[src/hdl/mrg_pkg.sv]
// ----------------------------------------------------------------------------
// Motor reversal guard package
// Shared types, register indexes and codes of the motor reversal guard.
// ----------------------------------------------------------------------------
package mrg_pkg;

  localparam int SAMPLE_BITS = 12;
  localparam int CFG_INDEX_BITS = 3;
  localparam int CFG_DATA_BITS = 32;

  localparam logic [CFG_INDEX_BITS-1:0] REG_REVERSE_DELAY_TICKS    = 3'd0;
  localparam logic [CFG_INDEX_BITS-1:0] REG_OVERCURRENT_LEVEL      = 3'd1;
  localparam logic [CFG_INDEX_BITS-1:0] REG_OVERCURRENT_TICK_LIMIT = 3'd2;
  localparam logic [CFG_INDEX_BITS-1:0] REG_RUN_TIME_LIMIT         = 3'd3;
  localparam logic [CFG_INDEX_BITS-1:0] REG_DRIVE_DUTY             = 3'd4;

  localparam logic [15:0] RST_REVERSE_DELAY_TICKS    = 16'd100;
  localparam logic [11:0] RST_OVERCURRENT_LEVEL      = 12'd3000;
  localparam logic [15:0] RST_OVERCURRENT_TICK_LIMIT = 16'd50;
  localparam logic [31:0] RST_RUN_TIME_LIMIT         = 32'd60000;
  localparam logic [15:0] RST_DRIVE_DUTY             = 16'd1000;

  localparam logic MODE_TICK    = 1'b0;
  localparam logic MODE_SET_DIR = 1'b1;

  localparam logic [1:0] DIR_TOGGLE  = 2'd0;
  localparam logic [1:0] DIR_FORWARD = 2'd1;
  localparam logic [1:0] DIR_REVERSE = 2'd2;
  localparam logic [1:0] DIR_INVALID = 2'd3;
  localparam logic [1:0] DIR_NONE    = 2'd0;

  localparam logic [1:0] STATUS_STOPPED = 2'd0;
  localparam logic [1:0] STATUS_FORWARD = 2'd1;
  localparam logic [1:0] STATUS_REVERSE = 2'd2;

  localparam logic [1:0] LAMP_LEAVE = 2'd0;
  localparam logic [1:0] LAMP_OFF   = 2'd1;
  localparam logic [1:0] LAMP_ON    = 2'd2;

  typedef struct packed {
    logic [15:0] reverse_delay_ticks;
    logic [11:0] overcurrent_level;
    logic [15:0] overcurrent_tick_limit;
    logic [31:0] run_time_limit;
    logic [15:0] drive_duty;
  } cfg_t;

  typedef struct packed {
    logic                   mode;
    logic [1:0]             dir_request;
    logic                   fwd_sample_valid;
    logic [SAMPLE_BITS-1:0] fwd_sample;
    logic                   rev_sample_valid;
    logic [SAMPLE_BITS-1:0] rev_sample;
  } item_t;

  typedef struct packed {
    logic [15:0] fwd_duty;
    logic [15:0] rev_duty;
    logic [1:0]  run_status;
    logic [1:0]  lamp_command;
    logic        fault_stop;
    logic        change_pending;
  } result_t;

endpackage

[src/hdl/mrg_in_if.sv]
// ----------------------------------------------------------------------------
// Motor reversal guard request channel
// Valid/ready channel that carries one tick or set-direction request.
// ----------------------------------------------------------------------------
interface mrg_in_if;
  logic        valid;
  logic        ready;
  logic        mode;
  logic [1:0]  dir_request;
  logic        fwd_sample_valid;
  logic [11:0] fwd_sample;
  logic        rev_sample_valid;
  logic [11:0] rev_sample;

  modport source (
    output valid, mode, dir_request, fwd_sample_valid, fwd_sample,
    output rev_sample_valid, rev_sample,
    input  ready
  );
  modport sink (
    input  valid, mode, dir_request, fwd_sample_valid, fwd_sample,
    input  rev_sample_valid, rev_sample,
    output ready
  );
endinterface

[src/hdl/mrg_out_if.sv]
// ----------------------------------------------------------------------------
// Motor reversal guard result channel
// Valid/ready channel that carries the drive outputs for one request.
// ----------------------------------------------------------------------------
interface mrg_out_if;
  logic        valid;
  logic        ready;
  logic [15:0] fwd_duty;
  logic [15:0] rev_duty;
  logic [1:0]  run_status;
  logic [1:0]  lamp_command;
  logic        fault_stop;
  logic        change_pending;

  modport source (
    output valid, fwd_duty, rev_duty, run_status, lamp_command, fault_stop,
    output change_pending,
    input  ready
  );
  modport sink (
    input  valid, fwd_duty, rev_duty, run_status, lamp_command, fault_stop,
    input  change_pending,
    output ready
  );
endinterface

[src/hdl/mrg_cfg_if.sv]
// ----------------------------------------------------------------------------
// Motor reversal guard configuration channel
// Valid/ready write channel carrying a register index and write data.
// ----------------------------------------------------------------------------
interface mrg_cfg_if;
  logic        valid;
  logic        ready;
  logic [2:0]  reg_index;
  logic [31:0] wdata;

  modport source (output valid, reg_index, wdata, input ready);
  modport sink (input valid, reg_index, wdata, output ready);
endinterface

[src/hdl/mrg_cfg_regs.sv]
// ----------------------------------------------------------------------------
// Motor reversal guard configuration registers
// Holds the delay, current, limit and duty settings written over the port.
// ----------------------------------------------------------------------------
module mrg_cfg_regs (
  input  logic                                clk,
  input  logic                                rst_n,
  input  logic                                wr_en,
  input  logic [mrg_pkg::CFG_INDEX_BITS-1:0]  wr_index,
  input  logic [mrg_pkg::CFG_DATA_BITS-1:0]   wr_data,
  output mrg_pkg::cfg_t                       cfg
);
  import mrg_pkg::*;

  cfg_t cfg_r;

  always_ff @(posedge clk) begin
    if (!rst_n) begin
      cfg_r.reverse_delay_ticks    <= RST_REVERSE_DELAY_TICKS;
      cfg_r.overcurrent_level      <= RST_OVERCURRENT_LEVEL;
      cfg_r.overcurrent_tick_limit <= RST_OVERCURRENT_TICK_LIMIT;
      cfg_r.run_time_limit         <= RST_RUN_TIME_LIMIT;
      cfg_r.drive_duty             <= RST_DRIVE_DUTY;
    end else if (wr_en) begin
      case (wr_index)
        REG_REVERSE_DELAY_TICKS:    cfg_r.reverse_delay_ticks    <= wr_data[15:0];
        REG_OVERCURRENT_LEVEL:      cfg_r.overcurrent_level      <= wr_data[11:0];
        REG_OVERCURRENT_TICK_LIMIT: cfg_r.overcurrent_tick_limit <= wr_data[15:0];
        REG_RUN_TIME_LIMIT:         cfg_r.run_time_limit         <= wr_data[31:0];
        REG_DRIVE_DUTY:             cfg_r.drive_duty             <= wr_data[15:0];
        default: ;
      endcase
    end
  end

  assign cfg = cfg_r;

endmodule

[src/hdl/mrg_core.sv]
// ----------------------------------------------------------------------------
// Motor reversal guard control core
// Direction target, change delay, current and run-time guard state with
// the single-pass update and result for one request.
// ----------------------------------------------------------------------------
module mrg_core #(
  parameter int ADC_BITS = 12
) (
  input  logic              clk,
  input  logic              rst_n,
  input  logic              step_en,
  input  mrg_pkg::item_t    item,
  input  mrg_pkg::cfg_t     cfg,
  output mrg_pkg::result_t  result
);
  import mrg_pkg::*;

  localparam int SAMPLE_W = (ADC_BITS < SAMPLE_BITS) ? ADC_BITS : SAMPLE_BITS;

  logic [1:0]          target_r, target_nxt;
  logic [1:0]          motor_r, motor_nxt;
  logic                armed_r, armed_nxt;
  logic [15:0]         delay_r, delay_nxt;
  logic [SAMPLE_W-1:0] last_fwd_r, last_fwd_nxt;
  logic [SAMPLE_W-1:0] last_rev_r, last_rev_nxt;
  logic [15:0]         oc_count_r, oc_count_nxt;
  logic [31:0]         run_count_r, run_count_nxt;

  logic [1:0]          lamp;
  logic                fault;
  logic [SAMPLE_W-1:0] level;
  logic [SAMPLE_W-1:0] sample;

  assign level = cfg.overcurrent_level[SAMPLE_W-1:0];

  always_comb begin
    target_nxt    = target_r;
    motor_nxt     = motor_r;
    armed_nxt     = armed_r;
    delay_nxt     = delay_r;
    last_fwd_nxt  = last_fwd_r;
    last_rev_nxt  = last_rev_r;
    oc_count_nxt  = oc_count_r;
    run_count_nxt = run_count_r;
    lamp          = LAMP_LEAVE;
    fault         = 1'b0;
    sample        = last_rev_r;

    if (item.mode == MODE_SET_DIR) begin
      if (item.dir_request != DIR_INVALID && item.dir_request != target_r) begin
        motor_nxt = STATUS_STOPPED;
        if (item.dir_request == DIR_TOGGLE) begin
          target_nxt = (target_r == DIR_FORWARD) ? DIR_REVERSE : DIR_FORWARD;
        end else begin
          target_nxt = item.dir_request;
        end
        delay_nxt = cfg.reverse_delay_ticks;
        armed_nxt = 1'b1;
      end
    end else begin
      if (armed_r && delay_r != 16'd0) begin
        delay_nxt = delay_r - 16'd1;
      end
      if (armed_r && delay_nxt == 16'd0) begin
        armed_nxt = 1'b0;
        motor_nxt = (target_r == DIR_FORWARD) ? STATUS_FORWARD : STATUS_REVERSE;
      end
      if (motor_nxt != STATUS_STOPPED) begin
        lamp = LAMP_OFF;
      end

      if (item.fwd_sample_valid) begin
        last_fwd_nxt = item.fwd_sample[SAMPLE_W-1:0];
      end
      if (item.rev_sample_valid) begin
        last_rev_nxt = item.rev_sample[SAMPLE_W-1:0];
      end

      sample = (motor_nxt == STATUS_FORWARD) ? last_fwd_nxt : last_rev_nxt;
      if (motor_nxt == STATUS_FORWARD || motor_nxt == STATUS_REVERSE) begin
        if (sample > level) begin
          oc_count_nxt = (&oc_count_r) ? oc_count_r : oc_count_r + 16'd1;
        end else begin
          oc_count_nxt = 16'd0;
        end
        run_count_nxt = (&run_count_r) ? run_count_r : run_count_r + 32'd1;
      end else begin
        oc_count_nxt  = 16'd0;
        run_count_nxt = 32'd0;
      end

      if (oc_count_nxt > cfg.overcurrent_tick_limit || run_count_nxt > cfg.run_time_limit) begin
        motor_nxt = STATUS_STOPPED;
        fault     = 1'b1;
        if (target_r == DIR_FORWARD) begin
          lamp = LAMP_ON;
        end
      end
    end

    result.fwd_duty       = (motor_nxt == STATUS_FORWARD) ? cfg.drive_duty : 16'd0;
    result.rev_duty       = (motor_nxt == STATUS_REVERSE) ? cfg.drive_duty : 16'd0;
    result.run_status     = motor_nxt;
    result.lamp_command   = lamp;
    result.fault_stop     = fault;
    result.change_pending = armed_nxt;
  end

  always_ff @(posedge clk) begin
    if (!rst_n) begin
      target_r    <= DIR_NONE;
      motor_r     <= STATUS_STOPPED;
      armed_r     <= 1'b0;
      delay_r     <= 16'd0;
      last_fwd_r  <= '0;
      last_rev_r  <= '0;
      oc_count_r  <= 16'd0;
      run_count_r <= 32'd0;
    end else if (step_en) begin
      target_r    <= target_nxt;
      motor_r     <= motor_nxt;
      armed_r     <= armed_nxt;
      delay_r     <= delay_nxt;
      last_fwd_r  <= last_fwd_nxt;
      last_rev_r  <= last_rev_nxt;
      oc_count_r  <= oc_count_nxt;
      run_count_r <= run_count_nxt;
    end
  end

endmodule

[src/hdl/motor_reversal_guard_controller.sv]
// ----------------------------------------------------------------------------
// Motor reversal guard controller
// H-bridge direction controller with a reversal delay and an over-current
// and run-time guard; one result for every request.
// The result of a request is registered and presented in the cycle after acceptance.
// Throughput: one request per cycle, set by the single result register that
// accepts a new request whenever it is empty or being drained.
// Reset: synchronous; clears the direction, delay and guard state and loads
// the default settings. No request is taken during reset.
// ----------------------------------------------------------------------------
module motor_reversal_guard_controller #(
  parameter int ADC_BITS = 12
) (
  input  logic       clk,
  input  logic       rst_n,
  mrg_in_if.sink     in_ch,
  mrg_out_if.source  out_ch,
  mrg_cfg_if.sink    cfg_ch
);
  import mrg_pkg::*;

  cfg_t    cfg;
  item_t   item;
  result_t result;
  result_t result_r;
  logic    out_valid_r;
  logic    in_accept;

  assign cfg_ch.ready = 1'b1;

  mrg_cfg_regs u_cfg_regs (
    .clk      (clk),
    .rst_n    (rst_n),
    .wr_en    (cfg_ch.valid),
    .wr_index (cfg_ch.reg_index),
    .wr_data  (cfg_ch.wdata),
    .cfg      (cfg)
  );

  assign item.mode             = in_ch.mode;
  assign item.dir_request      = in_ch.dir_request;
  assign item.fwd_sample_valid = in_ch.fwd_sample_valid;
  assign item.fwd_sample       = in_ch.fwd_sample;
  assign item.rev_sample_valid = in_ch.rev_sample_valid;
  assign item.rev_sample       = in_ch.rev_sample;

  assign in_ch.ready = rst_n && (!out_valid_r || out_ch.ready);
  assign in_accept   = in_ch.valid && in_ch.ready;

  mrg_core #(
    .ADC_BITS (ADC_BITS)
  ) u_core (
    .clk     (clk),
    .rst_n   (rst_n),
    .step_en (in_accept),
    .item    (item),
    .cfg     (cfg),
    .result  (result)
  );

  always_ff @(posedge clk) begin
    if (!rst_n) begin
      out_valid_r <= 1'b0;
    end else if (in_accept) begin
      out_valid_r <= 1'b1;
    end else if (out_ch.ready) begin
      out_valid_r <= 1'b0;
    end
  end

  always_ff @(posedge clk) begin
    if (in_accept) begin
      result_r <= result;
    end
  end

  assign out_ch.valid          = out_valid_r;
  assign out_ch.fwd_duty       = result_r.fwd_duty;
  assign out_ch.rev_duty       = result_r.rev_duty;
  assign out_ch.run_status     = result_r.run_status;
  assign out_ch.lamp_command   = result_r.lamp_command;
  assign out_ch.fault_stop     = result_r.fault_stop;
  assign out_ch.change_pending = result_r.change_pending;

  // A fault stop always leaves the motor stopped.
  assert property (@(posedge clk) disable iff (!rst_n)
    (out_valid_r && result_r.fault_stop) |-> (result_r.run_status == STATUS_STOPPED))
    else $error("fault stop reported while the motor runs");

  // The motor never drives while a direction change is still pending.
  assert property (@(posedge clk) disable iff (!rst_n)
    (out_valid_r && result_r.change_pending) |-> (result_r.run_status == STATUS_STOPPED))
    else $error("motor drives during a pending direction change");

  // The lamp is only switched on by a fault stop.
  assert property (@(posedge clk) disable iff (!rst_n)
    (out_valid_r && result_r.lamp_command == LAMP_ON) |-> result_r.fault_stop)
    else $error("lamp switched on without a fault stop");

  // The forward leg carries a duty value only while the motor runs forward.
  assert property (@(posedge clk) disable iff (!rst_n)
    (out_valid_r && result_r.run_status != STATUS_FORWARD) |-> (result_r.fwd_duty == 16'd0))
    else $error("forward duty applied while not running forward");

  // No request is taken while an undelivered result is held.
  assert property (@(posedge clk) disable iff (!rst_n)
    (out_valid_r && !out_ch.ready) |-> !in_accept)
    else $error("request accepted over an undelivered result");

endmodule

[src/flat_wrapper.sv]
// flat-port wrapper written by rule: the top's interface ports become plain ports
module motor_reversal_guard_controller_flat import mrg_pkg::*;
#(
  parameter int ADC_BITS = 12
)
  (clk, rst_n, in_ch_valid, in_ch_mode, in_ch_dir_request, in_ch_fwd_sample_valid, in_ch_fwd_sample, in_ch_rev_sample_valid, in_ch_rev_sample, in_ch_ready, out_ch_valid, out_ch_fwd_duty, out_ch_rev_duty, out_ch_run_status, out_ch_lamp_command, out_ch_fault_stop, out_ch_change_pending, out_ch_ready, cfg_ch_valid, cfg_ch_reg_index, cfg_ch_wdata, cfg_ch_ready);
  mrg_in_if in_ch_i ();
  mrg_out_if out_ch_i ();
  mrg_cfg_if cfg_ch_i ();
  input  logic clk;
  input  logic rst_n;
  input wire logic [$bits(in_ch_i.valid)-1:0] in_ch_valid;
  input wire logic [$bits(in_ch_i.mode)-1:0] in_ch_mode;
  input wire logic [$bits(in_ch_i.dir_request)-1:0] in_ch_dir_request;
  input wire logic [$bits(in_ch_i.fwd_sample_valid)-1:0] in_ch_fwd_sample_valid;
  input wire logic [$bits(in_ch_i.fwd_sample)-1:0] in_ch_fwd_sample;
  input wire logic [$bits(in_ch_i.rev_sample_valid)-1:0] in_ch_rev_sample_valid;
  input wire logic [$bits(in_ch_i.rev_sample)-1:0] in_ch_rev_sample;
  output wire logic [$bits(in_ch_i.ready)-1:0] in_ch_ready;
  output wire logic [$bits(out_ch_i.valid)-1:0] out_ch_valid;
  output wire logic [$bits(out_ch_i.fwd_duty)-1:0] out_ch_fwd_duty;
  output wire logic [$bits(out_ch_i.rev_duty)-1:0] out_ch_rev_duty;
  output wire logic [$bits(out_ch_i.run_status)-1:0] out_ch_run_status;
  output wire logic [$bits(out_ch_i.lamp_command)-1:0] out_ch_lamp_command;
  output wire logic [$bits(out_ch_i.fault_stop)-1:0] out_ch_fault_stop;
  output wire logic [$bits(out_ch_i.change_pending)-1:0] out_ch_change_pending;
  input wire logic [$bits(out_ch_i.ready)-1:0] out_ch_ready;
  input wire logic [$bits(cfg_ch_i.valid)-1:0] cfg_ch_valid;
  input wire logic [$bits(cfg_ch_i.reg_index)-1:0] cfg_ch_reg_index;
  input wire logic [$bits(cfg_ch_i.wdata)-1:0] cfg_ch_wdata;
  output wire logic [$bits(cfg_ch_i.ready)-1:0] cfg_ch_ready;
  assign in_ch_i.valid = in_ch_valid;
  assign in_ch_i.mode = in_ch_mode;
  assign in_ch_i.dir_request = in_ch_dir_request;
  assign in_ch_i.fwd_sample_valid = in_ch_fwd_sample_valid;
  assign in_ch_i.fwd_sample = in_ch_fwd_sample;
  assign in_ch_i.rev_sample_valid = in_ch_rev_sample_valid;
  assign in_ch_i.rev_sample = in_ch_rev_sample;
  assign in_ch_ready = in_ch_i.ready;
  assign out_ch_valid = out_ch_i.valid;
  assign out_ch_fwd_duty = out_ch_i.fwd_duty;
  assign out_ch_rev_duty = out_ch_i.rev_duty;
  assign out_ch_run_status = out_ch_i.run_status;
  assign out_ch_lamp_command = out_ch_i.lamp_command;
  assign out_ch_fault_stop = out_ch_i.fault_stop;
  assign out_ch_change_pending = out_ch_i.change_pending;
  assign out_ch_i.ready = out_ch_ready;
  assign cfg_ch_i.valid = cfg_ch_valid;
  assign cfg_ch_i.reg_index = cfg_ch_reg_index;
  assign cfg_ch_i.wdata = cfg_ch_wdata;
  assign cfg_ch_ready = cfg_ch_i.ready;
  motor_reversal_guard_controller #(.ADC_BITS(ADC_BITS)) u_core (.clk(clk), .rst_n(rst_n), .in_ch(in_ch_i), .out_ch(out_ch_i), .cfg_ch(cfg_ch_i));
endmodule
[config.mk]
export PLATFORM = sky130hd
export DESIGN_NAME = motor_reversal_guard_controller_flat
export DESIGN_NICKNAME = d
export VERILOG_FILES = /design/src/hdl/mrg_pkg.sv /design/src/hdl/mrg_in_if.sv /design/src/hdl/mrg_out_if.sv /design/src/hdl/mrg_cfg_if.sv /design/src/hdl/mrg_cfg_regs.sv /design/src/hdl/mrg_core.sv /design/src/hdl/motor_reversal_guard_controller.sv /design/src/flat_wrapper.sv
export SDC_FILE = /design/constraint.sdc
export NUM_CORES = 1
export LEC_CHECK = 0
export ABC_AREA = 1
export BUFFER_PORTS_ARGS = -buffer_cell sky130_fd_sc_hd__buf_4
export CORE_MARGIN = 4
export CORE_UTILIZATION = 30
export DETAILED_ROUTE_END_ITERATION = 7
export GPL_ROUTABILITY_DRIVEN = 1
export PLACE_DENSITY_LB_ADDON = 0.15
export SLEW_MARGIN = 10
export SYNTH_ARGS = -nofsm -noshare
export SYNTH_HDL_FRONTEND = slang
export SYNTH_SLANG_ARGS = --single-unit
[constraint.sdc]
create_clock -name clk -period 18 [get_ports clk]
set_input_delay 3.6 -clock clk [delete_from_list [all_inputs] [get_ports clk]]
set_output_delay 3.6 -clock clk [all_outputs]
set_load 0.005 [all_outputs]
Word level (Yosys, flattened, before mapping)
Cells that the tools add are included.

Bits in registers: 224. Output and inout port bits: 41. Latch bits: 0. Input bits: 69. Memories: 0. Memory bits (writable): 0. Bits in read-only memories: 0. Logic and storage cells: 97.

Multiply operators: 0. Shifts and indexed selects: 0. Order comparisons: 3. Add/sub/neg operators: 3. Div/mod/pow operators: 0. Mux-type cells: 33. Bitwise gates (word level): 1. Reductions and logical operators: 25. Equal/unequal tests: 12.

Operator list (number): 16-bit 2-to-1 mux (8); 32-bit 2-to-1 mux (3); 12-bit 2-to-1 mux (5); 32-bit by 1-bit adder with 32-bit output, second input constant (1); 32-bit greater-than comparator (1); 32-bit AND reduction (1); 2-bit 2-to-1 mux (10); 16-bit by 1-bit adder with 16-bit output, second input constant (1); 16-bit greater-than comparator (1); 16-bit logical NOT (1); 16-bit AND reduction (1); 16-bit nonzero test (1); 16-bit by 1-bit subtractor with 16-bit output, second input constant (1); 2-bit AND reduction (7); 12-bit greater-than comparator (1); 1-bit 2-to-1 mux (7); 2-bit by 1-bit == test with 1-bit output, second input constant (3); 3-bit by 2-bit == test with 1-bit output, second input constant (2); 1-bit logical AND (5); 2-bit == test, second input constant (2); 2-bit nonzero test (2); 3-bit by 1-bit == test with 1-bit output, second input constant (1); 3-bit == test, second input constant (1); 3-bit logical NOT (1); 8 further kinds (10).

Depth between registers and ports, before layout
Gate-level depths: netlist of run 1.

Word-level depth: 19. Mapped depth: 46. Depth with buffers taken out: 43.

Modules after synthesis
A second synthesis of run 1 with hierarchy kept.

Cell total of the unflattened synthesis: 1800. Area total of the unflattened synthesis: 12893.6 um2.

By module, submodules not included: mrg_core (instances 1, cells an instance 1231, sequential area each 1861.8 um2, area each 8049.0 um2); mrg_cfg_regs (instances 1, cells an instance 520, sequential area each 1841.8 um2, area each 3633.5 um2); motor_reversal_guard_controller (instances 1, cells an instance 49, sequential area each 1161.1 um2, area each 1211.2 um2).

Worst setup path after synthesis of run 1
OpenSTA, ideal clock, no wires.

Path type: in2reg. Start point: input in_ch_fwd_sample_valid. End point: register u_core.result_r, in the netlist u_core.out_ch.fwd_duty[6], data pin. Cell stages on the path: 29. Setup time: 0.252 ns. Data required time: 17.748 ns. Arrival time: 7.635 ns. Setup slack: 10.113 ns. Buffers on the path: 4. Cell sequence: clkbuf_1 buf_1 mux2i_1 o21ai_0 ha_1 nand3_1 o211ai_1 nand2_1 o211ai_1 o41ai_1 nor2_1 clkbuf_1 nand2_1 inv_1 ha_1 a21oi_1 o21a_1 o21ai_0 nor3_1 nand2_1 nand2_1 nand2_1 nor2_1 nand3_1 nand2_2 inv_2 nand2_4 buf_12 nor2_2.

RTL lines: start: declaration (line flat_wrapper.sv:15) `input wire logic [$bits(in_ch_i.fwd_sample_valid)-1:0] in_ch_fwd_sample_valid;`; end signal: assignment (line motor_reversal_guard_controller.sv:73) `result_r <= result;`; end: declaration (line motor_reversal_guard_controller.sv:25) `result_t result_r;`.

==> out/metrics.csv, run 1 <==
metric,value,unit
outcome,"complete, no violations",
synth-seq-cells,224,
core,40000,µm²
hold_viol_final,0,
cpMaxStageDelayCell,nor2_1,
post-cts-setup-buffers,0,
viasPerCell,4.80,
finClkSkew,0.0180,ns
startpoint,in_ch_rev_sample_valid,
drt_iter0_drc,595,
ir_drop,58.8,µV
synth_cells,1679,
path_delay_family,simple AND/OR/NAND/NOR gates,
grt-ovfl-total,0,
slew_headroom,35.1,%
period_needed,8.12,ns
cts_tree,yes,
min_path_type,flop to flop,
clockBufferDepth,3,
antenna_found_initial,1,
drive_gt1_share,12.2,%
gp_congestion,0.840,
ctsHoldBuffers,0,
crit_required,18.27,ns
synth_ff_type,dfxtp_1,
io_pins,110,
path_common_cell,nand2_1,
pwr_density_cell,85.3,nW/µm²
dieArea,44100,µm²
synthesis.nets,1813,
start_kind,input pin,
ys_seq_area_share,39.7,%
hpwl,25800,µm
place_ws,9.22,ns
drc_errors,0,
grt_pass1_vias,10700,
min_from,u_core.u_core.last_rev_r[3]$_SDFFE_PN0P_,
fp-row-count,73,
crit_type,input pin to flop,
async_flop_share,0,%
maxCapViolations,0,
via_count,11000,
dr.pass1.iters,5,
nets,1889,
clkSinkCount,224,
drv_slew,0,
ant_nets,0,
max_stage_delay,0.77,ns
synth_edf_count,38,
post_synth_num_cell_types,46,
start_util,30.6,%
track_usage,15.8,%
cp.arrival,8.39,ns
clkTransAtPathRegs,0.06,ns
root_buffer,clkbuf_16,
cts_resized,0,
setup_tns,0,ns
wl_per_cell,15.5,µm
htree_levels,1,
worstSkewPairLatency,0.54,ns
routed_wl,35600,µm
ys_warn_count,0,
die_h,210,µm
diodes,0,
syn_area,12200,µm²
regToRegStartpoint,u_core.u_core.delay_r[0]$_SDFFE_PN0P_,
tightest_slew,0.971,ns
critical_path_buf_inv_count,3,
rsz0062_at_grt,false,
setup_viol,0,
crit_fanout,24,
setup_slack,9.88,ns
worstSetupEndpointType,flop,
max_freq,123,MHz
areaGrowthSynthToFinish,17.2,%
cts_buffers,27,
p_leak,6.34,nW
dieWidth,210,µm
port_buffers,108,
grt_pass1_wl,57400,µm
syn-mean-instance-area,7.29,µm²
grt_start_max_net_pins,89,
finish.utilization,35.9,%
fin_crit_sh,45.1,%
power by group:
part           switching, W  internal (W)  total [W]  leakage, nW
clock network      0.000219      0.000306   0.000525        0.431
registers         0.0000148      0.000529   0.000544         1.88
logic             0.0000997     0.0000558   0.000155         4.03
final timing paths:
| check | to | slack [ns] | cells after the start |
|---|---|---|---|
| max | u_core.out_ch.fwd_duty[5]$_SDFFCE_PP0P_ | 9.88 | 28 |
| min | u_core.u_core.last_rev_r[3]$_SDFFE_PN0P_ | 0.45 | 2 |
| max reg2reg | u_core.out_ch.fwd_duty[5]$_SDFFCE_PP0P_ | 10.22 | 42 |
| min reg2reg | u_core.u_core.last_rev_r[3]$_SDFFE_PN0P_ | 0.45 | 2 |
cells in the mapped netlist, types with 19 or more instances:
library cell / instances / area (µm²)
xor2_1: 24 / 210
nor3_1: 29 / 145
inv_1: 202 / 758
ha_1: 65 / 813
nand4_1: 19 / 119
nand3_1: 46 / 230
o21ai_0: 179 / 896
o211ai_1: 19 / 143
clkbuf_1: 63 / 236
a21oi_1: 186 / 931
nor2_1: 182 / 683
edfxtp_1: 38 / 1140
dfxtp_1: 186 / 3720
nand2_1: 324 / 1220
worst reg2reg max path: cells and delay by family, from the launching register on:
family | cells | cell delay, ns
AOI/OAI and AO/OA | 7 | 0.99
and+or+nand+nor | 26 | 3.89
adders and majority gates | 4 | 1.27
buffers and inverters | 5 | 1.05
DFF | 1 | 0.33
logic make-up (layout without fill, tap and decap cells):
family | count (synthesis) | after routing | synth area share, %
other cells | 1 | 1 | 0.0306
compound gates | 407 | 407 | 17.6
buf+inv | 277 | 373 | 8.82
xor+xnor | 29 | 29 | 2.07
simple gates | 663 | 663 | 24.0
mux | 13 | 13 | 1.06
flops | 224 | 224 | 39.7
fa+ha+maj | 65 | 65 | 6.64
placed cells by master, fill, tap and decap left out, types with 19 or more instances in the layout:
cell | Yosys | final
edfxtp_1 | 38 | 38
o211ai_1 | 19 | 19
dfxtp_1 | 186 | 186
ha_1 | 65 | 65
clkbuf_16 | 0 | 27
inv_1 | 202 | 202
o21ai_0 | 179 | 179
a21oi_1 | 186 | 186
nand3_1 | 46 | 46
nand2_1 | 324 | 324
buf_4 | 1 | 119
nor2_1 | 182 | 181
xor2_1 | 24 | 24
nor3_1 | 29 | 29
nand4_1 | 19 | 19
flip-flops by register name (all words and copies together) (netlist names), 2 cells and up:
name and cells:
u_core.out_ch.fwd_duty 16, u_core.u_core.oc_count_r 16, u_core.u_core.last_fwd_r 12, u_core.out_ch.lamp_command 2, u_core.u_core.last_rev_r 12, u_core.u_core.motor_r 2, u_core.out_ch.run_status 2, u_core.u_core.delay_r 16
u_core.u_core.run_count_r 32, u_core.out_ch.rev_duty 16, u_core.u_cfg_regs.cfg 92, u_core.u_core.target_r 2
metrics by stage:
stage / instance area, µm² / power (W) / std cells / hold WS (ns)
floorplan: 12200 / 0.000656 / 1679 / 0.424
global placement: 13500 / 0.000710 / 2251 / 0.437
detailed placement: 13500 / 0.000711 / 2251 / 0.441
CTS: 14300 / 0.00124 / 2300 / 0.451
global route: 14300 / 0.00129 / 2300 / 0.460
finish: 14300 / 0.00122 / 2300 / 0.449
per-layer routing:
layer | wire length (µm) | global-route usage [%]
met1 | 16600 | 21.5
met2 | 16400 | 26.6
met3 | 1590 | 2.31
met4 | 925 | 3.83
met5 | 0 | 0
final cells by class:
cell class,instances,area [µm²]
Tap cell,525,657
Clock inverter,11,56.3
Inverter,205,772
Fill cell,4278,25700
Multi-Input combinational cell,1178,6300
Clock buffer,38,797
Sequential cell,224,4860
Timing Repair Buffer,119,893
No activity file was read; power rests on OpenSTA's default activity.
==> run 2, diff against run 1 <==
ABC_AREA = 0   (was 1)
clock period = 8.07 ns   (was 18 ns; I/O delays follow)
==> run 2 against run 1 <==
Net effect: routed wire length increased by 6.8%; critical path depth decreased by 4; largest cell class unchanged; die area rose by 0.83%; power rose by 110%; hold slack got worse by 0.00099 ns; via count up 0.84%; combinational power rose by 51%; clock-buffer cell count did not move; core utilization is 0.30 points lower.
==> out/metrics.csv, run 2 <==
metric,value,unit,change
outcome,"complete, no violations",,
dieArea,44500,µm²,+0.83%
via_count,11100,,+0.84%
startpoint,u_core.u_core.delay_r[11]$_SDFFE_PN0P_,,
async_flop_share,0,%,unchanged
finClkSkew,0.0220,ns,+0.00403 ns
max_stage_delay,0.68,ns,-0.09 ns
rr_endpoint,u_core.out_ch.fwd_duty[4]$_SDFFCE_PP0P_,,
final_common_cell,nand2_1,,
wl_per_cell,17.5,µm,+13%
synth_edf_count,38,,unchanged
tightest_slew,1.10,ns,+0.125 ns
synth.most_common_cell,nand2_1,,
grt-ovfl-total,0,,unchanged
slew_headroom,25.0,%,-10 points
power.switching,0.000667,W,+100%
drc_errors,0,,unchanged
period_needed,7.58,ns,
antenna_found_initial,0,,-1
grt_start_max_net_pins,91,,+2.2%
ys_warn_count,0,,unchanged
synth_top_area_share,30.2,%,-0.26 points
seq_power_share,44.7,%,+0.3 points
cts_buffers,28,,+3.7%
ant_nets,0,,unchanged
power_frac_clock,46.4,%,+3.5 points
port_buffers,108,,unchanged
grt_pass1_vias,10700,,+0.028%
crit_fanout,23,,-4.2%
fp-row-count,74,,+1.4%
drt_iter0_drc,647,,+8.7%
r2r_cells,24,,-43%
comb_power_share,8.9,%,-3.8 points
clkSinkCount,224,,unchanged
clockBufferDepth,3,,unchanged
worstPathCellList,or4_1 -> a311o_1 -> o21a_1 -> a2111oi_4 -> and3_1 -> o21bai_1 -> ha_2 -> buf_4 -> a211oi_1 -> a21oi_1 -> ha_1 -> a21o_1 -> a21o_1 -> a21oi_1 -> a31o_2 -> nor2_1 -> ha_1 -> nand4_1 -> or4_1 -> a31oi_1 -> a31oi_1 -> a221oi_4 -> or4b_4 -> a21boi_0,,
regToRegStartpoint,u_core.u_core.delay_r[11]$_SDFFE_PN0P_,,
diodes,0,,unchanged
fill_cells,4291,,+0.30%
root_buffer,clkbuf_16,,
synthesis.nets,1679,,-7.4%
gp_congestion,0.848,,+1.0%
final_cell_mix,"306 x nand2_1, 186 x dfxtp_1, 167 x a21oi_1, 126 x buf_4, 106 x nor2_1",,
hold_slack,0.448,ns,-0.000991 ns
core,40700,µm²,+1.8%
grt_pass1_wl,59500,µm,+3.7%
switching_share,25.4,%,-1.8 points
hpwl,26800,µm,+4.1%
synth_cells,1545,,-8.0%
htree_levels,1,,unchanged
synth_area_leaders,"dfxtp_1 30%, nand2_1 9.3%, edfxtp_1 9.2%",,
areaGrowthSynthToFinish,17.3,%,
die_h,211,µm,+0.41%
fin_crit_sh,93.9,%,
synth_ff_type,dfxtp_1,,
reg2reg_slack,0.49,ns,-9.73 ns
ys_seq_area_share,39.4,%,-0.34 points
syn-mean-instance-area,7.99,µm²,+9.6%
yosysTopAreaCell,dfxtp_1,,
cp.arrival,7.98,ns,-0.41 ns
cts_tree,yes,,
maxCapViolations,0,,unchanged
track_usage,16.5,%,+0.73 points
syn_area,12300,µm²,+0.86%
hold_viol_final,0,,unchanged
pwr_density_cell,181,nW/µm²,+110%
crit_required,8.47,ns,-9.80 ns
drv_slew,0,,unchanged
multi_input_area,6820,µm²,+8.1%
worstSetupEndpointType,flop,,
routed_wl,38000,µm,+6.8%
worstSkewPairLatency,0.57,ns,+0.03 ns
p_leak,5.24,nW,-17%
largest_reg_flops,92,,unchanged
setup_tns,0,ns,unchanged
io_pins,110,,unchanged
post_synth_num_cell_types,76,,+65%
nets,1745,,-7.6%
cpMaxStageDelayCell,or4b_4,,
min_from,u_core.u_core.last_rev_r[6]$_SDFFE_PN0P_,,
rsz0062_at_grt,false,,
drive_gt1_share,12.7,%,+0.51 points
synth-seq-cells,224,,unchanged
ctsHoldBuffers,0,,unchanged
clkTransAtPathRegs,0.06,ns,about the same
dieWidth,211,µm,+0.41%
setup_viol,0,,unchanged
synth_commonest_cells,"307 x nand2_1, 186 x dfxtp_1, 167 x a21oi_1, 107 x nor2_1, 83 x inv_1",,
start_util,30.3,%,-0.29 points
crit_type,flop to flop,,
hold_end,u_core.u_core.last_rev_r[6]$_SDFFE_PN0P_,,
min_path_cells,2,,unchanged
intPower,0.00196,W,+120%
ir_drop,140,µV,+140%
dr.pass1.iters,5,,unchanged
register_area,4860,µm²,unchanged
min_path_type,flop to flop,,
start_kind,flop,,
viasPerCell,5.14,,+7.1%
max_freq,132,MHz,
==> run 2: cell types whose count changed after synthesis, sizes merged, moves of 13 or more <==
cell    delta
a21boi    +34
inv      -121
a21oi     -19
o21ai    -128
a31oi     +15
nor2b     +15
nand2     -31
and3      +17
nor2      -94
a211oi    +13
or3       +17
==> run 2: repair_timing <==
| action | in CTS | in global routing |
|---|---|---|
| endpoints found under the setup margin | 0 | 32 |
| gates resized for setup | 0 | 3 |
| setup buffers | 0 | 0 |
==> run 2: cell type report <==
class	count	share of cell area, %
inverter	84	2.19
sequential	224	33.6
multi-input combinational	1147	47.0
timing repair buffer	126	6.53
tap	532	4.59
clock buffer	38	5.16
clock inverter	14	0.898
==> run 2: stage by stage <==
| stage | std cells | utilization, % | worst slack [ns] | power [W] | instance area, µm² |
|---|---|---|---|---|---|
| global placement | 2113 | 33.4 | 0.268 | 0.00143 | 13600 |
| detailed placement | 2113 | 33.4 | 0.132 | 0.00143 | 13600 |
| global route | 2165 | 35.6 | 0.0175 | 0.00273 | 14500 |
| CTS | 2165 | 35.5 | 0.0783 | 0.00267 | 14500 |
| floorplan | 1545 | - | 0.944 | 0.00133 | 12300 |
| finish | 2165 | 35.6 | 0.490 | 0.00263 | 14500 |
==> run 2: worst max-delay path by stage <==
stage	endpoint	depth (start not counted)	slack, ns
CTS	u_core.out_ch.rev_duty[1]$_SDFFCE_PP0P_	24	0.08
detailed placement	u_core.out_ch.fwd_duty[4]$_SDFFCE_PP0P_	24	0.13
global route	u_core.out_ch.rev_duty[3]$_SDFFCE_PP0P_	24	0.02
global placement	u_core.out_ch.fwd_duty[4]$_SDFFCE_PP0P_	24	0.27
finish	u_core.out_ch.fwd_duty[4]$_SDFFCE_PP0P_	24	0.49
floorplan	u_core.out_ch.fwd_duty[10]$_SDFFCE_PP0P_	29	0.94
==> run 2: metal layers <==
layer	share of wire [%]	vias up	track usage, %
met5	0	-	0
met4	2.3	0	3.98
met3	4.5	58	2.51
met2	45	245	26.4
met1	49	5255	23.6
li1	-	5580	-
==> run 2: critical path, delay by kind of cell (launching register included) <==
kind | cells | cell delay, ns
DFF | 1 | 0.37
adders and majority gates | 3 | 1.02
and+or+nand+nor | 6 | 2.26
buffers and inverters | 1 | 0.26
AOI/OAI and AO/OA | 14 | 3.47
==> run 2: kinds of logic (layout without fill, tap and decap cells) <==
| kind of cell | count (synthesis) | after routing | synth area share, % |
|---|---|---|---|
| compound gates | 395 | 395 | 20.8 |
| fa+ha+maj | 65 | 65 | 6.59 |
| xor+xnor | 39 | 39 | 2.77 |
| flops | 224 | 224 | 39.4 |
| other cells | 1 | 1 | 0.0304 |
| buf+inv | 174 | 262 | 5.57 |
| simple gates | 630 | 630 | 23.4 |
| mux | 17 | 17 | 1.40 |
==> run 2: power groups by stage <==
| stage | clock network (W) | registers [W] | logic [W] |
|---|---|---|---|
| global placement | 0 | 0.00120 | 0.000234 |
| CTS | 0.00125 | 0.00117 | 0.000237 |
| global route | 0.00130 | 0.00118 | 0.000260 |
| finish | 0.00122 | 0.00117 | 0.000234 |
| floorplan | 0 | 0.00119 | 0.000131 |
| detailed placement | 0 | 0.00120 | 0.000236 |
==> run 3, diff against run 2 <==
CORE_ASPECT_RATIO = 0.8   (was unset)
==> run 3 against run 2 <==
Net effect: clock power rose by 5%; first-iteration DRC count up 15%; critical path type unchanged; cell count grew 0.37%; non-clock buffer count grew 1; hold slack improved by 0.0019 ns.
==> out/metrics.csv, run 3 (synthesized netlist as in run 2, its figures left out) <==
metric,value,unit,change
wl_met3,1540,µm,-9.8%
final_common_cell,nand2_1,,
dr_wl_met2,15700,µm,-7.5%
worstSetupEndpointType,flop,,
track_usage,16.4,%,-0.14 points
highest_layer,met4,,
dr.pass1.iters,5,,unchanged
fp-row-count,66,,-11%
period_needed,7.36,ns,-0.220 ns
post-cts-setup-buffers,0,,unchanged
clkTransAtPathRegs,0.06,ns,about the same
drt_iter0_drc,742,,+15%
grt_start_max_net_pins,86,,-5.5%
via_count,11000,,-1.3%
rsz0062_at_grt,false,,
min_from,u_core.u_core.last_rev_r[5]$_SDFFE_PN0P_,,
hold_end,u_core.u_core.last_rev_r[5]$_SDFFE_PN0P_,,
start_kind,flop,,
finish.utilization,35.8,%,+0.27 points
drive_gt1_share,13.0,%,+0.22 points
min_path_cells,2,,unchanged
diodes,0,,unchanged
clkSinkCount,224,,unchanged
grt_pass1_vias,10500,,-1.5%
wl_met1,19900,µm,+7.5%
hpwl,26700,µm,-0.32%
htree_levels,1,,unchanged
regToRegStartpoint,u_core.u_core.delay_r[11]$_SDFFE_PN0P_,,
port_buffers,108,,unchanged
dieArea,44500,µm²,about the same
root_buffer,clkbuf_16,,
ant_nets,0,,unchanged
cts_tree,yes,,
crit_required,8.43,ns,-0.04 ns
antenna_found_initial,0,,unchanged
dieWidth,235,µm,+11%
drv_slew,0,,unchanged
hold_viol_final,0,,unchanged
cp.arrival,7.72,ns,-0.26 ns
min_path_type,flop to flop,,
max_freq,136,MHz,+3.0%
drc_errors,0,,unchanged
r2r_cells,26,,+8.3%
ir_drop,130,µV,-6.6%
rr_endpoint,u_core.out_ch.fwd_duty[5]$_SDFFCE_PP0P_,,
fin_crit_sh,91.2,%,-2.7 points
pwr_density_cell,185,nW/µm²,+1.8%
io_pins,110,,unchanged
slew_headroom,28.4,%,+3.4 points
areaGrowthSynthToFinish,17.9,%,
nets,1744,,-0.057%
cts_buffers,26,,-7.1%
crit_fanout,23,,unchanged
maxCapViolations,0,,unchanged
place_ws,0.0819,ns,-0.0499 ns
grt-ovfl-total,0,,unchanged
clockBufferDepth,3,,unchanged
wl_per_cell,17.3,µm,-1.3%
gp_congestion,0.872,,+2.7%
final_cell_mix,"306 x nand2_1, 186 x dfxtp_1, 167 x a21oi_1, 127 x buf_4, 107 x nor2_1",,
largest_reg_flops,92,,unchanged
setup_tns,0,ns,unchanged
tightest_slew,1.07,ns,-0.0261 ns
reg2reg_slack,0.71,ns,+0.22 ns
grt_pass1_wl,59700,µm,+0.34%
viasPerCell,5.06,,-1.6%
start_util,30.4,%,+0.082 points
die_h,189,µm,-10%
setup_viol,0,,unchanged
p_leak,5.28,nW,+0.81%
worstSkewPairLatency,0.55,ns,-0.02 ns
fill_cells,4340,,+1.1%
outcome,"complete, no violations",,
setup_slack,0.710,ns,+0.220 ns
core,40600,µm²,-0.27%
finClkSkew,0.0171,ns,-0.00497 ns
routed_wl,37600,µm,-0.97%
crit_type,flop to flop,,
-- run 3: cell types whose count changed in the layout (fill, tap and decap cells not counted), sizes merged --
cell / previous run / this run
clkinvlp: 2 / 0
bufinv: 2 / 5
clkbuf: 38 / 34
clkinv: 11 / 9
buf: 126 / 127
-- run 3: worst max-delay path by stage --
stage	from	to	slack [ns]
after floorplan	u_core.u_core.delay_r[11]$_SDFFE_PN0P_	u_core.out_ch.fwd_duty[10]$_SDFFCE_PP0P_	0.94
after global placement	u_core.u_core.delay_r[11]$_SDFFE_PN0P_	u_core.out_ch.rev_duty[0]$_SDFFCE_PP0P_	0.27
after detailed placement	u_core.u_core.delay_r[11]$_SDFFE_PN0P_	u_core.out_ch.rev_duty[1]$_SDFFCE_PP0P_	0.08
after CTS	u_core.u_core.delay_r[11]$_SDFFE_PN0P_	u_core.out_ch.fwd_duty[5]$_SDFFCE_PP0P_	0.01
after global routing	u_core.u_core.delay_r[0]$_SDFFE_PN0P_	u_core.out_ch.fwd_duty[5]$_SDFFCE_PP0P_	0.08
final	u_core.u_core.delay_r[11]$_SDFFE_PN0P_	u_core.out_ch.fwd_duty[5]$_SDFFCE_PP0P_	0.71
-- run 3: metal layers --
layer / vias up / GRT usage [%]
li1: 5558 / -
met1: 5181 / 24.8
met2: 221 / 24.8
met3: 38 / 2.80
met4: 0 / 2.77
met5: - / 0
-- run 3: layout make-up --
class                      instances  area [µm²]  area share (%)
timing repair buffer             127         953            6.55
tap                              544         681            4.68
inverter                          84         318            2.18
sequential                       224        4860            33.4
clock buffer                      34         722            4.96
clock inverter                    13         189            1.30
multi-input combinational       1147        6830            46.9
-- run 3: what timing repair did --
action                                  in CTS  in global routing
endpoints found under the setup margin       0                 32
gates resized for setup                      0                  5
hold buffers                                 0                  0
-- run 3: critical path, cell delays in order (launching register included) --
cell,delay (ns)
dfxtp_1,0.37
or4_1,0.57
a311o_1,0.39
o21a_1,0.24
a2111oi_4,0.41
and3_1,0.25
o21bai_1,0.24
ha_4,0.34
a211oi_1,0.07
a21oi_1,0.17
ha_1,0.27
nor2b_1,0.13
o21a_1,0.16
o21a_1,0.15
o21ai_0,0.25
a31o_4,0.37
nor2_1,0.10
ha_1,0.33
nand4_1,0.13
or4_1,0.54
a31oi_1,0.17
a31oi_1,0.06
buf_4,0.17
a221oi_4,0.28
buf_4,0.22
a31oi_2,0.40
a21boi_0,0.33
-- run 3: report_power, final --
part	switching, W	total, W	internal (W)
Clock	0.000494	0.00128	0.000787
Sequential	0.0000141	0.00117	0.00116
Combinational	0.000145	0.000233	0.0000874
-- run 3: stage by stage --
stage,power (W),std cells,hold WS (ns),area (µm²)
finish,0.00269,2173,0.450,14600
detailed placement,0.00143,2126,0.442,13600
global placement,0.00143,2126,0.439,13600
floorplan,0.00133,1545,0.432,12300
CTS,0.00273,2173,0.451,14500
global route,0.00280,2173,0.465,14600
